--- config.mk ---
export PLATFORM = sky130hd
export DESIGN_NAME = linear_congruence_solver_core
export DESIGN_NICKNAME = d
export VERILOG_FILES = /design/src/design/lcs_pkg.sv /design/src/design/lcs_div.sv /design/src/design/lcs_mulmod.sv /design/src/design/lcs_dp.sv /design/src/design/lcs_ctrl.sv /design/src/design/linear_congruence_solver_core.sv
export SDC_FILE = /design/constraint.sdc
export NUM_CORES = 1
export LEC_CHECK = 0
export ABC_AREA = 0
export BUFFER_PORTS_ARGS = -buffer_cell sky130_fd_sc_hd__buf_4
export CAP_MARGIN = 20
export CORE_ASPECT_RATIO = 0.5
export CORE_MARGIN = 1
export CORE_UTILIZATION = 52
export DETAILED_ROUTE_END_ITERATION = 7
export GPL_TIMING_DRIVEN = 0
export PLACE_DENSITY = 0.78
export SETUP_SLACK_MARGIN = 0.05
export SLEW_MARGIN = 20
export SYNTH_ARGS = -nofsm -noshare
export SYNTH_HDL_FRONTEND = slang
export SYNTH_SLANG_ARGS = --single-unit
--- constraint.sdc ---
create_clock -name i_clk -period 7.1 [get_ports i_clk]
set_clock_uncertainty 0.05 [all_clocks]
set_input_delay 1.775 -clock i_clk [delete_from_list [all_inputs] [get_ports i_clk]]
set_output_delay 1.775 -clock i_clk [all_outputs]
set_load 0.05 [all_outputs]
--- src/design/lcs_pkg.sv ---
package lcs_pkg;

    // Operand width of every value field
    localparam int WIDTH = 31;
    localparam int CNT_W = $clog2(WIDTH + 1);

    // Result status codes
    localparam logic [1:0] ST_SOLVED     = 2'd0;
    localparam logic [1:0] ST_NO_INVERSE = 2'd1;
    localparam logic [1:0] ST_ZERO_MOD   = 2'd2;

    // Controller states
    typedef enum logic [2:0] {
        S_IDLE,
        S_TEST,
        S_DIV,
        S_MUL,
        S_UPD,
        S_FMUL,
        S_OUT
    } t_state;

    // Commands from controller to datapath
    typedef struct packed {
        logic load;
        logic div_start;
        logic div_step;
        logic mul_q_start;
        logic mul_b_start;
        logic mul_step;
        logic update;
        logic finish;
    } t_dp_cmd;

    // Status from datapath to controller
    typedef struct packed {
        logic m_zero;
        logic r_cur_zero;
        logic gcd_one;
        logic div_last;
        logic mul_done;
    } t_dp_stat;

endpackage

--- src/design/lcs_div.sv ---
module lcs_div
    import lcs_pkg::*;
(
    input  logic             i_clk,
    input  logic             i_rst_n,
    input  logic             i_start,
    input  logic             i_step,
    input  logic [WIDTH-1:0] i_dividend,
    input  logic [WIDTH-1:0] i_divisor,
    output logic [WIDTH-1:0] o_quotient,
    output logic [WIDTH-1:0] o_remainder,
    output logic             o_last
);

    logic [WIDTH-1:0] r_rem, n_rem;
    logic [WIDTH-1:0] r_quo, n_quo;
    logic [CNT_W-1:0] r_cnt;
    logic [WIDTH:0]   trial;
    logic [WIDTH:0]   diff;
    logic             fits;

    // One restoring step: shift in the next dividend bit, subtract if it fits
    always_comb begin
        trial = {r_rem, r_quo[WIDTH-1]};
        diff  = trial - {1'b0, i_divisor};
        fits  = (trial >= {1'b0, i_divisor});
        n_rem = fits ? diff[WIDTH-1:0] : trial[WIDTH-1:0];
        n_quo = {r_quo[WIDTH-2:0], fits};
    end

    // Hold the partial remainder and the quotient shift register
    always_ff @(posedge i_clk) begin
        if (i_start) begin
            r_rem <= '0;
            r_quo <= i_dividend;
        end else if (i_step) begin
            r_rem <= n_rem;
            r_quo <= n_quo;
        end
    end

    // Count the steps of one division
    always_ff @(posedge i_clk) begin
        if (!i_rst_n) begin
            r_cnt <= '0;
        end else if (i_start) begin
            r_cnt <= '0;
        end else if (i_step) begin
            r_cnt <= r_cnt + CNT_W'(1);
        end
    end

    // Flag the quotient and remainder final once all WIDTH steps are done
    assign o_quotient  = r_quo;
    assign o_remainder = r_rem;
    assign o_last      = (r_cnt == CNT_W'(WIDTH));

endmodule

--- src/design/lcs_mulmod.sv ---
module lcs_mulmod
    import lcs_pkg::*;
(
    input  logic             i_clk,
    input  logic             i_load,
    input  logic             i_step,
    input  logic [WIDTH-1:0] i_mult,
    input  logic [WIDTH-1:0] i_base,
    input  logic [WIDTH-1:0] i_modulus,
    output logic [WIDTH-1:0] o_product,
    output logic             o_done
);

    logic [WIDTH-1:0] r_mult;
    logic [WIDTH-1:0] r_acc, n_acc;
    logic [WIDTH-1:0] r_base, n_base;
    logic [WIDTH:0]   acc_sum;
    logic [WIDTH:0]   acc_red;
    logic [WIDTH:0]   dbl_sum;
    logic [WIDTH:0]   dbl_red;

    // Add the base when the low multiplier bit is set; double the base, both mod m
    always_comb begin
        acc_sum = {1'b0, r_acc} + {1'b0, r_base};
        acc_red = acc_sum - {1'b0, i_modulus};
        dbl_sum = {r_base, 1'b0};
        dbl_red = dbl_sum - {1'b0, i_modulus};
        n_acc   = r_acc;
        if (r_mult[0]) begin
            n_acc = (acc_sum >= {1'b0, i_modulus}) ? acc_red[WIDTH-1:0] : acc_sum[WIDTH-1:0];
        end
        n_base = (dbl_sum >= {1'b0, i_modulus}) ? dbl_red[WIDTH-1:0] : dbl_sum[WIDTH-1:0];
    end

    // Advance one multiplier bit per step, LSB first
    always_ff @(posedge i_clk) begin
        if (i_load) begin
            r_mult <= i_mult;
            r_acc  <= '0;
            r_base <= i_base;
        end else if (i_step) begin
            r_mult <= {1'b0, r_mult[WIDTH-1:1]};
            r_acc  <= n_acc;
            r_base <= n_base;
        end
    end

    assign o_product = r_acc;
    assign o_done    = (r_mult == '0);

endmodule

--- src/design/lcs_dp.sv ---
module lcs_dp
    import lcs_pkg::*;
(
    input  logic             i_clk,
    input  logic             i_rst_n,
    input  t_dp_cmd          i_cmd,
    input  logic [WIDTH-1:0] i_coefficient,
    input  logic [WIDTH-1:0] i_rhs_value,
    input  logic [WIDTH-1:0] i_modulus,
    output t_dp_stat         o_stat,
    output logic             o_done,
    output logic [1:0]       o_status,
    output logic [WIDTH-1:0] o_solution,
    output logic [WIDTH-1:0] o_inverse,
    output logic [WIDTH-1:0] o_common_divisor
);

    logic [WIDTH-1:0] r_prev;
    logic [WIDTH-1:0] r_cur;
    logic [WIDTH-1:0] r_s_prev;
    logic [WIDTH-1:0] r_s_cur;
    logic [WIDTH-1:0] n_s_cur;
    logic [WIDTH-1:0] r_b;
    logic [WIDTH-1:0] r_m;
    logic             r_done;
    logic [1:0]       r_status;
    logic [WIDTH-1:0] r_solution;
    logic [WIDTH-1:0] r_inverse;
    logic [WIDTH-1:0] r_gcd;

    logic [WIDTH-1:0] quotient;
    logic [WIDTH-1:0] remainder;
    logic             div_last;
    logic [WIDTH-1:0] product;
    logic             mul_done;
    logic [WIDTH-1:0] mul_mult;
    logic [WIDTH-1:0] mul_base;
    logic [WIDTH:0]   s_diff;
    logic [WIDTH:0]   s_wrap;

    lcs_div u_div (
        .i_clk       (i_clk),
        .i_rst_n     (i_rst_n),
        .i_start     (i_cmd.div_start),
        .i_step      (i_cmd.div_step),
        .i_dividend  (r_prev),
        .i_divisor   (r_cur),
        .o_quotient  (quotient),
        .o_remainder (remainder),
        .o_last      (div_last)
    );

    // Share the modular multiplier between q*s and the final inverse*b
    assign mul_mult = i_cmd.mul_b_start ? r_b : quotient;
    assign mul_base = i_cmd.mul_b_start ? r_s_prev : r_s_cur;

    lcs_mulmod u_mul (
        .i_clk     (i_clk),
        .i_load    (i_cmd.mul_q_start | i_cmd.mul_b_start),
        .i_step    (i_cmd.mul_step),
        .i_mult    (mul_mult),
        .i_base    (mul_base),
        .i_modulus (r_m),
        .o_product (product),
        .o_done    (mul_done)
    );

    // Next Bezout coefficient: s_prev - q*s_cur mod m
    always_comb begin
        s_diff  = {1'b0, r_s_prev} - {1'b0, product};
        s_wrap  = s_diff + {1'b0, r_m};
        n_s_cur = s_diff[WIDTH] ? s_wrap[WIDTH-1:0] : s_diff[WIDTH-1:0];
    end

    // Capture operands, then advance the Euclidean pair
    always_ff @(posedge i_clk) begin
        if (i_cmd.load) begin
            r_prev   <= i_coefficient;
            r_cur    <= i_modulus;
            r_s_prev <= (i_modulus == WIDTH'(1)) ? '0 : WIDTH'(1);
            r_s_cur  <= '0;
            r_b      <= i_rhs_value;
            r_m      <= i_modulus;
        end else if (i_cmd.update) begin
            r_prev   <= r_cur;
            r_cur    <= remainder;
            r_s_prev <= r_s_cur;
            r_s_cur  <= n_s_cur;
        end
    end

    // Latch the result fields
    always_ff @(posedge i_clk) begin
        if (i_cmd.finish) begin
            r_gcd <= r_prev;
            if (r_m == '0) begin
                r_status   <= ST_ZERO_MOD;
                r_solution <= '0;
                r_inverse  <= '0;
            end else if (r_prev == WIDTH'(1)) begin
                r_status   <= ST_SOLVED;
                r_solution <= product;
                r_inverse  <= r_s_prev;
            end else begin
                r_status   <= ST_NO_INVERSE;
                r_solution <= '0;
                r_inverse  <= '0;
            end
        end
    end

    // Pulse the result strobe for one cycle
    always_ff @(posedge i_clk) begin
        if (!i_rst_n) begin
            r_done <= 1'b0;
        end else begin
            r_done <= i_cmd.finish;
        end
    end

    assign o_stat.m_zero     = (r_m == '0);
    assign o_stat.r_cur_zero = (r_cur == '0);
    assign o_stat.gcd_one    = (r_prev == WIDTH'(1));
    assign o_stat.div_last   = div_last;
    assign o_stat.mul_done   = mul_done;

    assign o_done           = r_done;
    assign o_status         = r_status;
    assign o_solution       = r_solution;
    assign o_inverse        = r_inverse;
    assign o_common_divisor = r_gcd;

endmodule

--- src/design/lcs_ctrl.sv ---
module lcs_ctrl
    import lcs_pkg::*;
(
    input  logic     i_clk,
    input  logic     i_rst_n,
    input  logic     i_start,
    input  t_dp_stat i_stat,
    output t_dp_cmd  o_cmd,
    output logic     o_busy
);

    t_state r_state, n_state;

    // Hold the state
    always_ff @(posedge i_clk) begin
        if (!i_rst_n) begin
            r_state <= S_IDLE;
        end else begin
            r_state <= n_state;
        end
    end

    // Next state
    always_comb begin
        n_state = r_state;
        unique case (r_state)
            S_IDLE: begin
                if (i_start) n_state = S_TEST;
            end
            S_TEST: begin
                priority if (i_stat.m_zero)      n_state = S_OUT;
                else if (!i_stat.r_cur_zero)     n_state = S_DIV;
                else if (i_stat.gcd_one)         n_state = S_FMUL;
                else                             n_state = S_OUT;
            end
            S_DIV: begin
                if (i_stat.div_last) n_state = S_MUL;
            end
            S_MUL: begin
                if (i_stat.mul_done) n_state = S_UPD;
            end
            S_UPD:  n_state = S_TEST;
            S_FMUL: begin
                if (i_stat.mul_done) n_state = S_OUT;
            end
            S_OUT:  n_state = S_IDLE;
            default: n_state = S_IDLE;
        endcase
    end

    // Datapath commands
    always_comb begin
        o_cmd = '0;
        unique case (r_state)
            S_IDLE: o_cmd.load = i_start;
            S_TEST: begin
                if (!i_stat.m_zero) begin
                    if (!i_stat.r_cur_zero) begin
                        o_cmd.div_start = 1'b1;
                    end else if (i_stat.gcd_one) begin
                        o_cmd.mul_b_start = 1'b1;
                    end
                end
            end
            S_DIV: begin
                o_cmd.div_step    = !i_stat.div_last;
                o_cmd.mul_q_start = i_stat.div_last;
            end
            S_MUL:  o_cmd.mul_step = !i_stat.mul_done;
            S_UPD:  o_cmd.update = 1'b1;
            S_FMUL: o_cmd.mul_step = !i_stat.mul_done;
            S_OUT:  o_cmd.finish = 1'b1;
            default: o_cmd = '0;
        endcase
    end

    assign o_busy = (r_state != S_IDLE);

endmodule

--- src/design/linear_congruence_solver_core.sv ---
// Solves a*x = b (mod m) for one transfer at a time with the extended Euclidean
// algorithm. A transfer is taken when start is high and busy is low; busy stays
// high until the result is out. Each Euclidean step passes through a test state,
// a WIDTH-step restoring divider and a hand-over of the quotient, a shift-add
// modular multiplier that steps through the significant quotient bits and then
// signals done, and an update state. A solved item adds one multiplier pass over
// the bits of b. Most of the run time is spent in the divider. The result appears
// on o_status, o_solution, o_inverse and o_common_divisor for exactly one cycle,
// marked by o_done, and must be taken then: the receiver cannot stall the block.
// A new item may be started in the cycle o_done is high.
module linear_congruence_solver_core
    import lcs_pkg::*;
(
    input  logic             i_clk,
    input  logic             i_rst_n,
    input  logic             start,
    output logic             busy,
    input  logic [WIDTH-1:0] i_coefficient,
    input  logic [WIDTH-1:0] i_rhs_value,
    input  logic [WIDTH-1:0] i_modulus,
    output logic             o_done,
    output logic [1:0]       o_status,
    output logic [WIDTH-1:0] o_solution,
    output logic [WIDTH-1:0] o_inverse,
    output logic [WIDTH-1:0] o_common_divisor
);

    t_dp_cmd  cmd;
    t_dp_stat stat;

    lcs_ctrl u_ctrl (
        .i_clk   (i_clk),
        .i_rst_n (i_rst_n),
        .i_start (start),
        .i_stat  (stat),
        .o_cmd   (cmd),
        .o_busy  (busy)
    );

    lcs_dp u_dp (
        .i_clk            (i_clk),
        .i_rst_n          (i_rst_n),
        .i_cmd            (cmd),
        .i_coefficient    (i_coefficient),
        .i_rhs_value      (i_rhs_value),
        .i_modulus        (i_modulus),
        .o_stat           (stat),
        .o_done           (o_done),
        .o_status         (o_status),
        .o_solution       (o_solution),
        .o_inverse        (o_inverse),
        .o_common_divisor (o_common_divisor)
    );

endmodule

==> metrics <==
row cnt between 50 and 60; pin count of the biggest net entering global routing between 60 and 70; CP most frequent cell a21oi_1; Syn Area/Cell ~9.6 µm²; Setup WS post-layout roughly 960 ps; GR peak layer met2; Post-synth EDFFs between 300 and 400; Die Wd between 300 and 400 µm; Worst Path Required 7530 ps; Initial Util 0.5331; Final Hold Viols 0; DR vias/cell around 6; die height ~160 µm; # diodes 0; Worst Path Buf+Inv 2; NetSw around 6700 µW; Yosys reg bits 445; port bufs around 190; fin. max-slew vios 0; Bufs on Longest Clock Path 3; Int Pwr 8166 µW; Antenna Nets Post-Route 0; Hold Crit Class register to register; Synth Instances 2820; combinational power share 0.588; clock slew at reported path FFs about 70 ps; antenna violations before repair 1; WL/cell around 22 µm; H-tree Lvls 2; crit start category register; Synth warnings 0; CTS Buf Count 43; run status finished clean; grt ovf 0; Fin Hold WS 429.7 ps; M3 GR Usage 0.06510; Slew HR 0.1881; Layout fillers ~4.2k; CP endpoint kind register; most frequent cells in the layout 343 x edfxtp_1, 319 x nand2_1, 241 x a21oi_1; met1 GRT Util 0.4283; switching part of the total 0.4501; Synth Cell Area ~27000 µm²; Crit path max-delay family compound AO/OA/AOI/OAI gates; net count after synthesis roughly 3.1k; fraction of registers with async set/reset 0; core area between 50000 and 60000 µm²; RSZ-0062 raised after global routing no; area growth from synthesis to layout 14.71%; worst reg2reg setup slack 960 ps; CTS root buffer clkbuf_16; Main synth FF type edfxtp_1; gr usage total 0.3131; GP Congestion 0.9450; commonest non-fill, non-tap cell in the layout edfxtp_1; first-pass GRT wire length about 130000 µm; vias in the first global route ~22k; vias 23.24k; DRT Wirelength 85000 µm; hold buffer count at CTS 0; crit path max-delay cell type edfxtp_1; Crit path arrival time between 6000 and 7000 ps; MaxCap Viol Count 0; Nets 3352; Residual DRC 0; Worst Max-Slew Pin Slew 1213 ps; worst-path cell chain ha_1 -> fa_1 -> a211oi_1 -> o211ai_1 -> nand3_1 -> a21oi_1 -> o211ai_1 -> nand2b_1 -> a21oi_1 -> xnor2_1 -> ha_1 -> a21oi_1 -> nand2_1 -> o311a_1 -> o21ai_0 -> nand2_1 -> a21oi_1 -> nor3b_1 -> nor3_1 -> buf_2 -> clkbuf_1 -> o22ai_1 -> nor3_1; Place WS 1107 ps; Skew-Pair Late Insertion Delay 590 ps; first-pass detailed-route iteration total 5; post-route minimum period approximately 6100 ps; Detail Placement HPWL 66340 µm; clock share of power 0.166; area occupied by multi-input gates 13780 µm²; Crit Path Class register to register; # IOs 193; Pleak 0.01264 µW; register area around 12000 µm²; Synth cell types between 70 and 80; share of cells above drive strength 1 0.1091; CTS tree yes; GRT met2 Usage 0.4949; clock sinks 445; DR iter-0 viols 2483; Crit path largest cell delay around 500 ps; VDD IR-drop max 209.3 µV; CP max FO 10; sequential fraction of the synthesis area 0.4557; Seq pwr share 0.245; final setup vio count 0; post-route clock period utilization 0.8652; die area around 53000 µm²; Max Freq around 160 MHz; CTS resizes 0; P per Cell Area between 400 and 500 nW/µm²; postcts setup bufs 0
[final cells by class]
| class | count | area share |
|---|---|---|
| buffer | 124 | 0.01534 |
| clock inverter | 28 | 0.01257 |
| sequential | 445 | 0.3973 |
| clock buffer | 52 | 0.03605 |
| multi-input combinational | 2114 | 0.4435 |
| inverter | 137 | 0.01671 |
| tap | 690 | 0.02779 |
| timing repair buffer | 198 | 0.05075 |
[worst reg2reg max path, stage by stage (launching register included)]
cell	delay [ps]
edfxtp_1	500
ha_1	290
fa_1	440
a211oi_1	330
o211ai_1	200
nand3_1	170
a21oi_1	130
o211ai_1	330
nand2b_1	130
a21oi_1	220
xnor2_1	160
ha_1	310
a21oi_1	210
nand2_1	110
o311a_1	300
o21ai_0	220
nand2_1	110
a21oi_1	170
nor3b_1	70
nor3_1	460
buf_2	360
clkbuf_1	420
o22ai_1	130
nor3_1	220
[routing by layer]
layer | share of wire | vias to the layer above | wire length [µm]
li1 | - | 10880 | -
met1 | 0.42 | 11060 | 35470
met4 | 0.034 | 0 | 2881
met5 | 0 | - | 0
met2 | 0.45 | 1140 | 37900
met3 | 0.10 | 162 | 8745
[cells in the mapped netlist (26+ instances only)]
| master | number | share of area |
|---|---|---|
| edfxtp_1 | 343 | 0.38 |
| nand2_1 | 321 | 0.044 |
| a21oi_1 | 241 | 0.045 |
| o21ai_0 | 218 | 0.040 |
| nor2_1 | 192 | 0.027 |
| ha_1 | 187 | 0.086 |
| inv_1 | 136 | 0.019 |
| clkbuf_1 | 113 | 0.016 |
| dfxtp_1 | 102 | 0.075 |
| xnor2_1 | 95 | 0.031 |
| a21o_1 | 77 | 0.021 |
| and2_1 | 71 | 0.016 |
| nor4_1 | 67 | 0.015 |
| xor2_1 | 66 | 0.021 |
| nand3_1 | 60 | 0.011 |
| a211oi_1 | 49 | 0.014 |
| a22oi_1 | 35 | 0.0097 |
| nor3_1 | 35 | 0.0065 |
| mux2_2 | 32 | 0.013 |
| mux2i_1 | 32 | 0.012 |
| nand4_1 | 31 | 0.0072 |
| o21a_1 | 26 | 0.0072 |
| o21bai_1 | 26 | 0.0072 |
[logic make-up after synthesis]
group           Yosys count  synth area share
buf+inv                 261           0.03645
flops                   445            0.4557
mux                      64           0.02513
compound gates          836            0.1909
simple gates            860            0.1489
fa+ha+maj               193           0.09083
xor+xnor                161           0.05207
[stage by stage]
step                utilization  cells  total power, µW  instance area (µm²)  setup TNS (ps)
floorplan                     -   2820            10160                27080               0
global placement         0.5785   3702            12030                29390          -84260
detailed placement       0.5818   3708            12140                29560               0
CTS                      0.6116   3788            14640                31070               0
global route             0.6116   3788            15900                31070               0
finish                   0.6116   3788            14850                31070               0
[final timing paths]
kind / endpoint / cells past startpoint / startpoint
worst min register to register: u_dp.u_div.r_cnt[1]$_SDFFE_PP0P_ / 2 / u_dp.u_div.r_cnt[1]$_SDFFE_PP0P_
worst min-delay path: u_dp.u_div.r_cnt[1]$_SDFFE_PP0P_ / 2 / u_dp.u_div.r_cnt[1]$_SDFFE_PP0P_
worst max-delay path: u_dp.u_mul.o_product[22]$_SDFFE_PN0P_ / 23 / u_dp.u_mul.r_base[0]$_DFFE_PP_
worst max register to register: u_dp.u_mul.o_product[22]$_SDFFE_PN0P_ / 23 / u_dp.u_mul.r_base[0]$_DFFE_PP_
[power by group through the flow]
| stage | registers, µW | clock network (µW) | logic, µW |
|---|---|---|---|
| final | 3650 | 2470 | 8740 |
| after global routing | 3680 | 2580 | 9650 |
| after CTS | 3630 | 2460 | 8550 |
| after detailed placement | 3680 | 0 | 8460 |
| after global placement | 3690 | 0 | 8340 |
| after floorplan | 3560 | 0 | 6600 |
Note: power is estimated with default switching activity, not from simulation.
